**config.mk**
```make
export PLATFORM = sky130hd
export DESIGN_NAME = monotonic_stack_visibility_core
export DESIGN_NICKNAME = d
export VERILOG_FILES = /design/src/hdl/msv_pkg.sv /design/src/hdl/msv_ram.sv /design/src/hdl/msv_cmp.sv /design/src/hdl/monotonic_stack_visibility_core.sv
export VERILOG_INCLUDE_DIRS = /design/src /design/src/hdl
export SDC_FILE = /design/constraint.sdc
export NUM_CORES = 2
export LEC_CHECK = 0
export BUFFER_PORTS_ARGS = -buffer_cell sky130_fd_sc_hd__buf_2
export CAP_MARGIN = 20
export CORE_MARGIN = 2
export CORE_UTILIZATION = 35
export CTS_CLUSTER_SIZE = 10
export DETAILED_ROUTE_END_ITERATION = 16
export SLEW_MARGIN = 5
export SYNTH_ARGS = -nofsm -noshare
export SYNTH_HDL_FRONTEND = slang
export SYNTH_HIERARCHICAL = 1
export SYNTH_SLANG_ARGS = --single-unit
```
**constraint.sdc**
```tcl
create_clock -name clk -period 6.9 [get_ports clk]
set_input_delay 1.035 -clock clk [delete_from_list [all_inputs] [get_ports clk]]
set_output_delay 1.035 -clock clk [all_outputs]
set_load 0.01 [all_outputs]
```
**src/hdl/monotonic_stack_visibility_core_macros.svh**
```systemverilog
// ----------------------------------------------------------------------------
// Assertion macros for the monotonic stack visibility core.
// Each macro expands to one labeled concurrent assertion that is clocked on
// the rising edge and disabled while reset is high.
// ----------------------------------------------------------------------------
`ifndef MONOTONIC_STACK_VISIBILITY_CORE_MACROS_SVH
`define MONOTONIC_STACK_VISIBILITY_CORE_MACROS_SVH

// The consequent must hold in the same cycle as the antecedent.
`define MSV_ASSERT_NOW(lbl, clk, rst, ante, cons) \
  lbl: assert property (@(posedge clk) disable iff (rst) (ante) |-> (cons)) \
    else $error("msv assertion failed");

// The consequent must hold in the cycle after the antecedent.
`define MSV_ASSERT_NEXT(lbl, clk, rst, ante, cons) \
  lbl: assert property (@(posedge clk) disable iff (rst) (ante) |=> (cons)) \
    else $error("msv assertion failed");

`endif

```
**src/hdl/msv_pkg.sv**
```systemverilog
// ----------------------------------------------------------------------------
// msv_pkg
// Shared sizes, request codes and types of the monotonic stack core.
// ----------------------------------------------------------------------------
package msv_pkg;

  localparam int STACK_DEPTH = 64;
  localparam int HEIGHT_W    = 16;
  localparam int POS_W       = 16;
  localparam int PTR_W       = $clog2(STACK_DEPTH);
  localparam int CNT_W       = $clog2(STACK_DEPTH + 1);
  localparam int ENTRY_W     = HEIGHT_W + POS_W;

  localparam logic [POS_W-1:0] POS_MAX = {POS_W{1'b1}};

  localparam logic REQ_PUSH  = 1'b0;
  localparam logic REQ_DRAIN = 1'b1;

  // Decision of the compare unit for the current top of stack.
  typedef struct packed {
    logic pop;
    logic full;
  } msv_cmp_t;

endpackage

```
**src/hdl/msv_ram.sv**
```systemverilog
// ----------------------------------------------------------------------------
// msv_ram
// Generic single-write, single-read RAM with a registered read port.
// ----------------------------------------------------------------------------
module msv_ram #(
  parameter int WIDTH = 32,
  parameter int DEPTH = 64
) (
  input  logic                     clk,
  input  logic                     we,
  input  logic [$clog2(DEPTH)-1:0] waddr,
  input  logic [WIDTH-1:0]         wdata,
  input  logic                     re,
  input  logic [$clog2(DEPTH)-1:0] raddr,
  output logic [WIDTH-1:0]         rdata
);

  logic [WIDTH-1:0] mem [DEPTH];

  always_ff @(posedge clk) begin
    if (we) begin
      mem[waddr] <= wdata;
    end
    if (re) begin
      rdata <= mem[raddr];
    end
  end

endmodule

```
**src/hdl/msv_cmp.sv**
```systemverilog
// ----------------------------------------------------------------------------
// msv_cmp
// Shared compare unit: decides whether the top entry is popped by the new
// height and whether the stack is full.
// ----------------------------------------------------------------------------
module msv_cmp
  import msv_pkg::*;
(
  input  logic [CNT_W-1:0]    cnt,
  input  logic [HEIGHT_W-1:0] new_height,
  input  logic [HEIGHT_W-1:0] top_height,
  output msv_cmp_t            result
);

  // An entry that is not greater than the new height can never be seen again.
  assign result.pop  = (cnt != '0) && (new_height >= top_height);
  assign result.full = (cnt == CNT_W'(STACK_DEPTH));

endmodule

```
**src/hdl/monotonic_stack_visibility_core.sv**
```systemverilog
// ----------------------------------------------------------------------------
// monotonic_stack_visibility_core
// Strictly decreasing stack of heights with arrival positions. Pushes pop
// every entry that is not taller, drains emit the survivors and restart.
// ----------------------------------------------------------------------------
//
//   Channel  Handshake           Beat contents
//   -------  ------------------  --------------------------------------------
//   input    in_valid/in_ready   req_type, height
//   output   out_valid/out_ready position, surviving_height, last, overflowed
//
// A push reads the top entry from the stack RAM in the accept cycle; then
// one compare per cycle in the shared compare unit decides pop or store,
// and each pop reads the entry below for the next compare.
// A drain walks the stack from the bottom: each beat passes ST_DRN_RD (output
// register loaded), then ST_DRN_OUT (held until out_ready, next entry read).
// An empty drain finishes in its accept cycle and emits nothing.
// Reset clears the count, position counter and overflow flag at once; the
// stack RAM needs no clearing because only entries below the count are used.
// ----------------------------------------------------------------------------
module monotonic_stack_visibility_core
  import msv_pkg::*;
(
  input  logic                clk,
  input  logic                rst,
  input  logic                in_valid,
  output logic                in_ready,
  input  logic                req_type,
  input  logic [HEIGHT_W-1:0] height,
  output logic                out_valid,
  input  logic                out_ready,
  output logic [POS_W-1:0]    position,
  output logic [HEIGHT_W-1:0] surviving_height,
  output logic                last,
  output logic                overflowed
);

`include "monotonic_stack_visibility_core_macros.svh"

  typedef enum logic [1:0] {
    ST_IDLE,
    ST_POP,
    ST_DRN_RD,
    ST_DRN_OUT
  } state_t;

  state_t              state;
  logic [CNT_W-1:0]    cnt;
  logic [POS_W-1:0]    next_pos;
  logic                ovf;
  logic [HEIGHT_W-1:0] push_height;
  logic [PTR_W-1:0]    drn_idx;

  // Stack RAM control. Each entry holds {position, height}.
  logic               ram_we;
  logic [PTR_W-1:0]   ram_waddr;
  logic [ENTRY_W-1:0] ram_wdata;
  logic               ram_re;
  logic [PTR_W-1:0]   ram_raddr;
  logic [ENTRY_W-1:0] ram_rdata;

  msv_cmp_t           cmp;

  logic in_fire;
  logic out_fire;

  assign in_ready = (state == ST_IDLE);
  assign in_fire  = in_valid && in_ready;
  assign out_fire = out_valid && out_ready;

  msv_ram #(
    .WIDTH (ENTRY_W),
    .DEPTH (STACK_DEPTH)
  ) u_stack_ram (
    .clk   (clk),
    .we    (ram_we),
    .waddr (ram_waddr),
    .wdata (ram_wdata),
    .re    (ram_re),
    .raddr (ram_raddr),
    .rdata (ram_rdata)
  );

  // The compare unit looks at the entry on the RAM read port; in ST_POP it is the entry read in the previous cycle.
  msv_cmp u_cmp (
    .cnt        (cnt),
    .new_height (push_height),
    .top_height (ram_rdata[HEIGHT_W-1:0]),
    .result     (cmp)
  );

  // Read and write addressing. A push reads the current top as it is
  // accepted; each pop reads the entry below so that the next compare can
  // run in the following cycle. The drain walks the stack from the bottom.
  always_comb begin
    ram_re    = 1'b0;
    ram_raddr = '0;
    ram_we    = 1'b0;
    ram_waddr = cnt[PTR_W-1:0];
    ram_wdata = {next_pos, push_height};
    case (state)
      ST_IDLE: begin
        if (in_valid) begin
          ram_re = 1'b1;
          if (req_type == REQ_PUSH) begin
            ram_raddr = PTR_W'(cnt - CNT_W'(1));
          end else begin
            ram_raddr = '0;
          end
        end
      end
      ST_POP: begin
        if (cmp.pop) begin
          ram_re    = 1'b1;
          ram_raddr = PTR_W'(cnt - CNT_W'(2));
        end else if (!cmp.full) begin
          ram_we = 1'b1;
        end
      end
      ST_DRN_OUT: begin
        if (out_ready && !last) begin
          ram_re    = 1'b1;
          ram_raddr = drn_idx + PTR_W'(1);
        end
      end
      default: begin
      end
    endcase
  end

  always_ff @(posedge clk) begin
    if (rst) begin
      state     <= ST_IDLE;
      cnt       <= '0;
      next_pos  <= '0;
      ovf       <= 1'b0;
      out_valid <= 1'b0;
    end else begin
      case (state)
        ST_IDLE: begin
          if (in_fire) begin
            if (req_type == REQ_PUSH) begin
              push_height <= height;
              state       <= ST_POP;
            end else if (cnt == '0) begin
              // Nothing survives; the drain only restarts the position counter and overflow flag.
              next_pos <= '0;
              ovf      <= 1'b0;
            end else begin
              drn_idx <= '0;
              state   <= ST_DRN_RD;
            end
          end
        end
        ST_POP: begin
          if (cmp.pop) begin
            cnt <= cnt - CNT_W'(1);
          end else begin
            if (cmp.full) begin
              // Still full after the pops: the push is dropped.
              ovf <= 1'b1;
            end else begin
              cnt <= cnt + CNT_W'(1);
              if (next_pos != POS_MAX) begin
                next_pos <= next_pos + POS_W'(1);
              end
            end
            state <= ST_IDLE;
          end
        end
        ST_DRN_RD: begin
          position         <= ram_rdata[ENTRY_W-1:HEIGHT_W];
          surviving_height <= ram_rdata[HEIGHT_W-1:0];
          last             <= ((CNT_W'(drn_idx) + CNT_W'(1)) == cnt);
          overflowed       <= ovf;
          out_valid        <= 1'b1;
          state            <= ST_DRN_OUT;
        end
        ST_DRN_OUT: begin
          if (out_ready) begin
            out_valid <= 1'b0;
            if (last) begin
              cnt      <= '0;
              next_pos <= '0;
              ovf      <= 1'b0;
              state    <= ST_IDLE;
            end else begin
              drn_idx <= drn_idx + PTR_W'(1);
              state   <= ST_DRN_RD;
            end
          end
        end
        default: begin
          state <= ST_IDLE;
        end
      endcase
    end
  end

  // The entry count never goes past the stack depth.
  `MSV_ASSERT_NOW(a_cnt_bound, clk, rst, 1'b1, cnt <= CNT_W'(STACK_DEPTH))
  // No new request is taken while a drain beat is pending.
  `MSV_ASSERT_NOW(a_busy_on_out, clk, rst, out_valid, !in_ready)
  // The final drain beat restarts the stack and the position counter.
  `MSV_ASSERT_NEXT(a_drain_clears, clk, rst, out_fire && last, (cnt == '0) && (next_pos == '0))
  // A drain of an empty stack leaves it idle with cleared counters.
  `MSV_ASSERT_NEXT(a_empty_drain, clk, rst, in_fire && (req_type == REQ_DRAIN) && (cnt == '0),
    (state == ST_IDLE) && !ovf && (next_pos == '0))

endmodule
```
After elaboration in Yosys (flattened, before gate mapping). Memories as Yosys holds them, arrays and structs flattened. A register that Yosys moved wholly into a read port is not among the register bits. Cells that the tools add are included.

Bits in writable memories: 2048. Memories kept: 1. Bits of input ports: 21. Logic and storage cells: 110. Latch bits: 0. Register bits after elaboration: 83. Memory bits (read-only): 0. Output and inout port bits: 36.

Memories: u_stack_ram.mem (depth 64, bits a word 32, read ports 1, clocked after Yosys merged registers in 1, wr ports 1, line msv_ram.sv:18) `logic [WIDTH-1:0] mem [DEPTH];`.

Muxes and demuxes: 51. Reductions and logical operators: 19. Bitwise gates (word level): 2. $mul: 0. Magnitude comparators: 1. Shifts and indexed selects: 0. $add $sub $neg: 6. Divide/modulo/power cells: 0. Equal/unequal tests: 19.

Operators by type and width (count): $mux W16 (8); $mux W6 (9); $pmux W16 S3 (1); $mux W7 (4); $pmux W6 S3 (1); $add A16 B1 Y16 const B (1); $ge A16 B16 Y1 (1); $mux W1 (16); $ne A16 B16 Y1 const B (1); $ne A2 B2 Y1 const B (8); $pmux W7 S2 (1); $mux W2 (6); $pmux W6 S2 (1); $reduce_and A4 Y1 (3); $reduce_and A9 Y1 (1); $pmux W2 S4 (1); $reduce_and A8 Y1 (1); $add A6 B1 Y7 const B (1); $add A7 B1 Y7 const B (1); $eq A7 B7 Y1 (1); $eq A7 B7 Y1 const B (1); $logic_not A7 Y1 (1); $reduce_and A7 Y1 (1); $reduce_bool A7 Y1 (1); other kinds (16) (27).

Longest topological paths before layout.
Word-level depth: 6. Gate-level depth with buffers: 21. Gate-level depth less buffers: 15.

Cells and area by module. The synthesis kept the hierarchy.

By module, submodules not included: msv_ram (times used 1, cells each 3324, area an instance 78835.6 um^2); monotonic_stack_visibility_core (times used 1, cells each 335, area an instance 3773.6 um^2); msv_cmp (times used 1, cells each 60, area an instance 426.7 um^2).

Worst setup path after synthesis. No wires, ideal clock.

Path kind: reg-to-reg. Start: reg push_height[0]. End: mem u_stack_ram.mem[48][0] (enable). Required time: 6.439 ns. Arrival time: 5.349 ns. Buffers on the path: 0. Setup slack: 1.091 ns. Cell stages (with the launch flop): 12. Path through: edfxtp_1 inv_1 ha_1 nand2b_1 a2111o_1 o2111ai_1 a31oi_1 or3_1 inv_1 nor2b_1 nand4b_1 nor3_1.

RTL lines: start: declaration (line monotonic_stack_visibility_core.sv:51) `logic [HEIGHT_W-1:0] push_height;`; start signal: assignment (line monotonic_stack_visibility_core.sv:143) `push_height <= height;`; end: declaration (line msv_ram.sv:18).

==> impl_metrics.json <==
{
  "status": "completed",
  "hpwl_um": 136000,
  "start_util_pct": 35.2,
  "firstDrtPassIters": 5,
  "cts-root-buf": "clkbuf_16",
  "dieHeight_um": 491,
  "fillCellCount": 20600,
  "crit_required_ns": 7.48,
  "worst_setup_path_end_kind": "flop",
  "grt_usage_pct": 18.9,
  "slew_headroom_pct": 26.3,
  "grt_pass1_wl_um": 323000,
  "power_density_mw_per_mm2": 303,
  "hold_depth": 1,
  "hold_viol": 0,
  "synth-async-reset-ratio_pct": 0,
  "final_common_cell": "edfxtp_1",
  "postCtsSetupRepairBufs": 0,
  "fin_skew_ns": 0.0649,
  "row_count": 178,
  "ant_nets": 0,
  "viasPerCell": 5.69,
  "cts_buffers": 236,
  "drive_gt1_share_pct": 29.1,
  "seq_area_mm2": 0.0647,
  "synth.area.top_cells": "edfxtp_1 77%, mux4_2 15%, mux2i_1 1.1%",
  "pin_count": 57,
  "via_count": 41200,
  "drc": 0,
  "path_clk_slew_ns": 0.06,
  "worstRegToRegCells": 15,
  "synth_nets": 3764,
  "setup_slack_ns": 0.732,
  "ir_drop_uv": 268,
  "routabilityCongestion": 0.828,
  "dieArea_mm2": 0.241,
  "synth_mux_area_share_pct": 15.9,
  "syn_inst": 3719,
  "design_area_mm2": 0.0955,
  "cts_sinks": 2163,
  "ys_seq_area_share_pct": 77.9,
  "dp_cells": 6950,
  "worstPathArrival_ns": 6.75,
  "cts_resized": 0,
  "rsz0062_at_grt": "no",
  "dpl_worst_slack_ns": 0.788,
  "die_width_um": 491,
  "avgRoutedWirePerCell_um": 31.9,
  "r2r-start": "u_stack_ram/rdata[10]",
  "hold_ws_ns": 0.349,
  "synthesis.area_mm2": 0.0830,
  "synth_edf_count": 2136,
  "yosys.area_share.simple_pct": 2.09,
  "period_needed_ns": 6.17,
  "worstPathMaxFanout": 61,
  "grt_max_degree": 73,
  "max_freq_mhz": 162,
  "yosys.area.top_type": "edfxtp_1",
  "synth_compound_area_share_pct": 2.38,
  "start_kind": "flop",
  "syn_to_final_growth_pct": 15.1,
  "syn_avg_cell_area_um2": 22.3,
  "grt_pass1_vias": 41000,
  "drtIter0Drc": 5475,
  "layout_common_cells": "2,136 x edfxtp_1, 544 x mux4_2, 237 x clkbuf_16",
  "cts_tree": "yes",
  "leakagePower_uw": 0.0292,
  "drv_slew": 0,
  "coreArea_mm2": 0.236,
  "period_share_pct": 89.4,
  "hold_path_startpoint": "height[3]",
  "synthAdderAreaFrac_pct": 0.362,
  "synth_top_area_share_pct": 77.2,
  "worstHoldPathType": "input pin to flop",
  "yosysWarnings": 6,
  "clk_latency_ns": 0.88,
  "synth_top_family_by_area": "multiplexers",
  "hold_buffers": 0,
  "dpl_cell_area_mm2": 0.0890,
  "crit_type": "flop to flop",
  "grt-ovfl-total": 0,
  "layout.cells.non_filler": 7238,
  "max-cap-violations": 0,
  "io_buffers": 56,
  "synth_cell_type_count": 73,
  "fin_nets": 4085,
  "cts_max_path_buffers": 3,
  "setup_viol": 0,
  "antenna_found_initial": 12,
  "synth_xor_xnor_area_share_pct": 0.116,
  "htreeDepth": 4,
  "worst_pin_slew_ns": 1.10,
  "synth-seq-cells": 2163,
  "synth_top_flop_cell": "edfxtp_1",
  "cp-startpoint": "u_stack_ram/rdata[10]",
  "tns_ns": 0,
  "drt-total-wl_um": 231000,
  "multi_input_area_mm2": 0.0179
}
==> worst max-delay path: stages (launching register included) <==
cell	delay, ns
edfxtp_1	0.50
inv_1	0.22
ha_1	0.33
nand2_1	0.09
nor3_2	0.21
o2111ai_1	0.15
a31oi_2	0.66
nand2_1	0.44
o221ai_4	0.68
buf_12	0.29
buf_12	0.36
buf_12	0.27
mux4_2	0.33
mux4_2	0.47
o22ai_1	0.63
nor2_1	0.11
==> layout make-up <==
type,count,area share (%)
multi-input combinational,1334,18.7
antenna,3,0.00786
tap,3150,4.13
sequential,2163,67.7
inverter,25,0.0982
clock buffer,266,6.33
clock inverter,17,0.428
timing repair buffer,280,2.56
==> path summary, 6_finish.rpt <==
kind	slack (ns)	endpoint
setup / recovery	0.73	u_stack_ram/rdata[13]
hold / removal	0.35	push_height[3]
setup reg to reg	0.73	u_stack_ram/rdata[13]
hold reg to reg	0.45	overflowed
==> metal layers <==
layer | share of wire, % | GRT usage (%)
met5 | 0 | 0
met3 | 8.7 | 3.43
met4 | 2.8 | 5.45
met2 | 48 | 29.8
met1 | 41 | 26.7
==> metrics by stage <==
step                utilization (%)  power [uW]
detailed placement             37.8       18200
global route                   40.5       29800
CTS                            40.5       29200
global placement               37.8       18200
floorplan                         -       16800
finish                         40.5       29000
==> cells by family after synthesis <==
kind of cell	after synthesis
buf+inv	222
flops	2163
compound gates	298
fa+ha+maj	24
simple gates	364
mux	637
xor+xnor	11
==> power breakdown <==
group | switching (uW) | total [uW] | internal (uW)
sequential | 157 | 14700 | 14500
clock | 4880 | 11000 | 6160
combinational | 1980 | 3260 | 1290
==> synthesized netlist by cell type (6+ instances only) <==
cell type,count
a311oi_1,18
ha_1,24
a22oi_1,15
edfxtp_1,2136
nand3_1,18
buf_2,58
a21oi_1,91
nor3_1,18
clkbuf_1,84
buf_4,27
buf_1,21
nand2_1,58
buf_6,6
o22ai_1,85
mux2i_1,93
mux4_2,544
and3_1,10
o221ai_1,30
o21ai_0,14
nand2b_1,10
xnor2_1,6
dfxtp_1,27
nor2_1,179
inv_1,25
nor2b_1,20
a31oi_1,6
o32ai_1,6
==> flip-flops by register name, indices dropped and copies added, names as in the netlist <==
| name | count |
|---|---|
| u_stack_ram/mem | 2048 |
| u_stack_ram/rdata | 32 |
| next_pos | 16 |
| position | 16 |
| push_height | 16 |
| surviving_height | 16 |
| cnt | 7 |
| drn_idx | 6 |
| state | 2 |
| last | 1 |
| out_valid | 1 |
| overflowed | 1 |
| ovf | 1 |
Power figures use the tool's default switching activity.
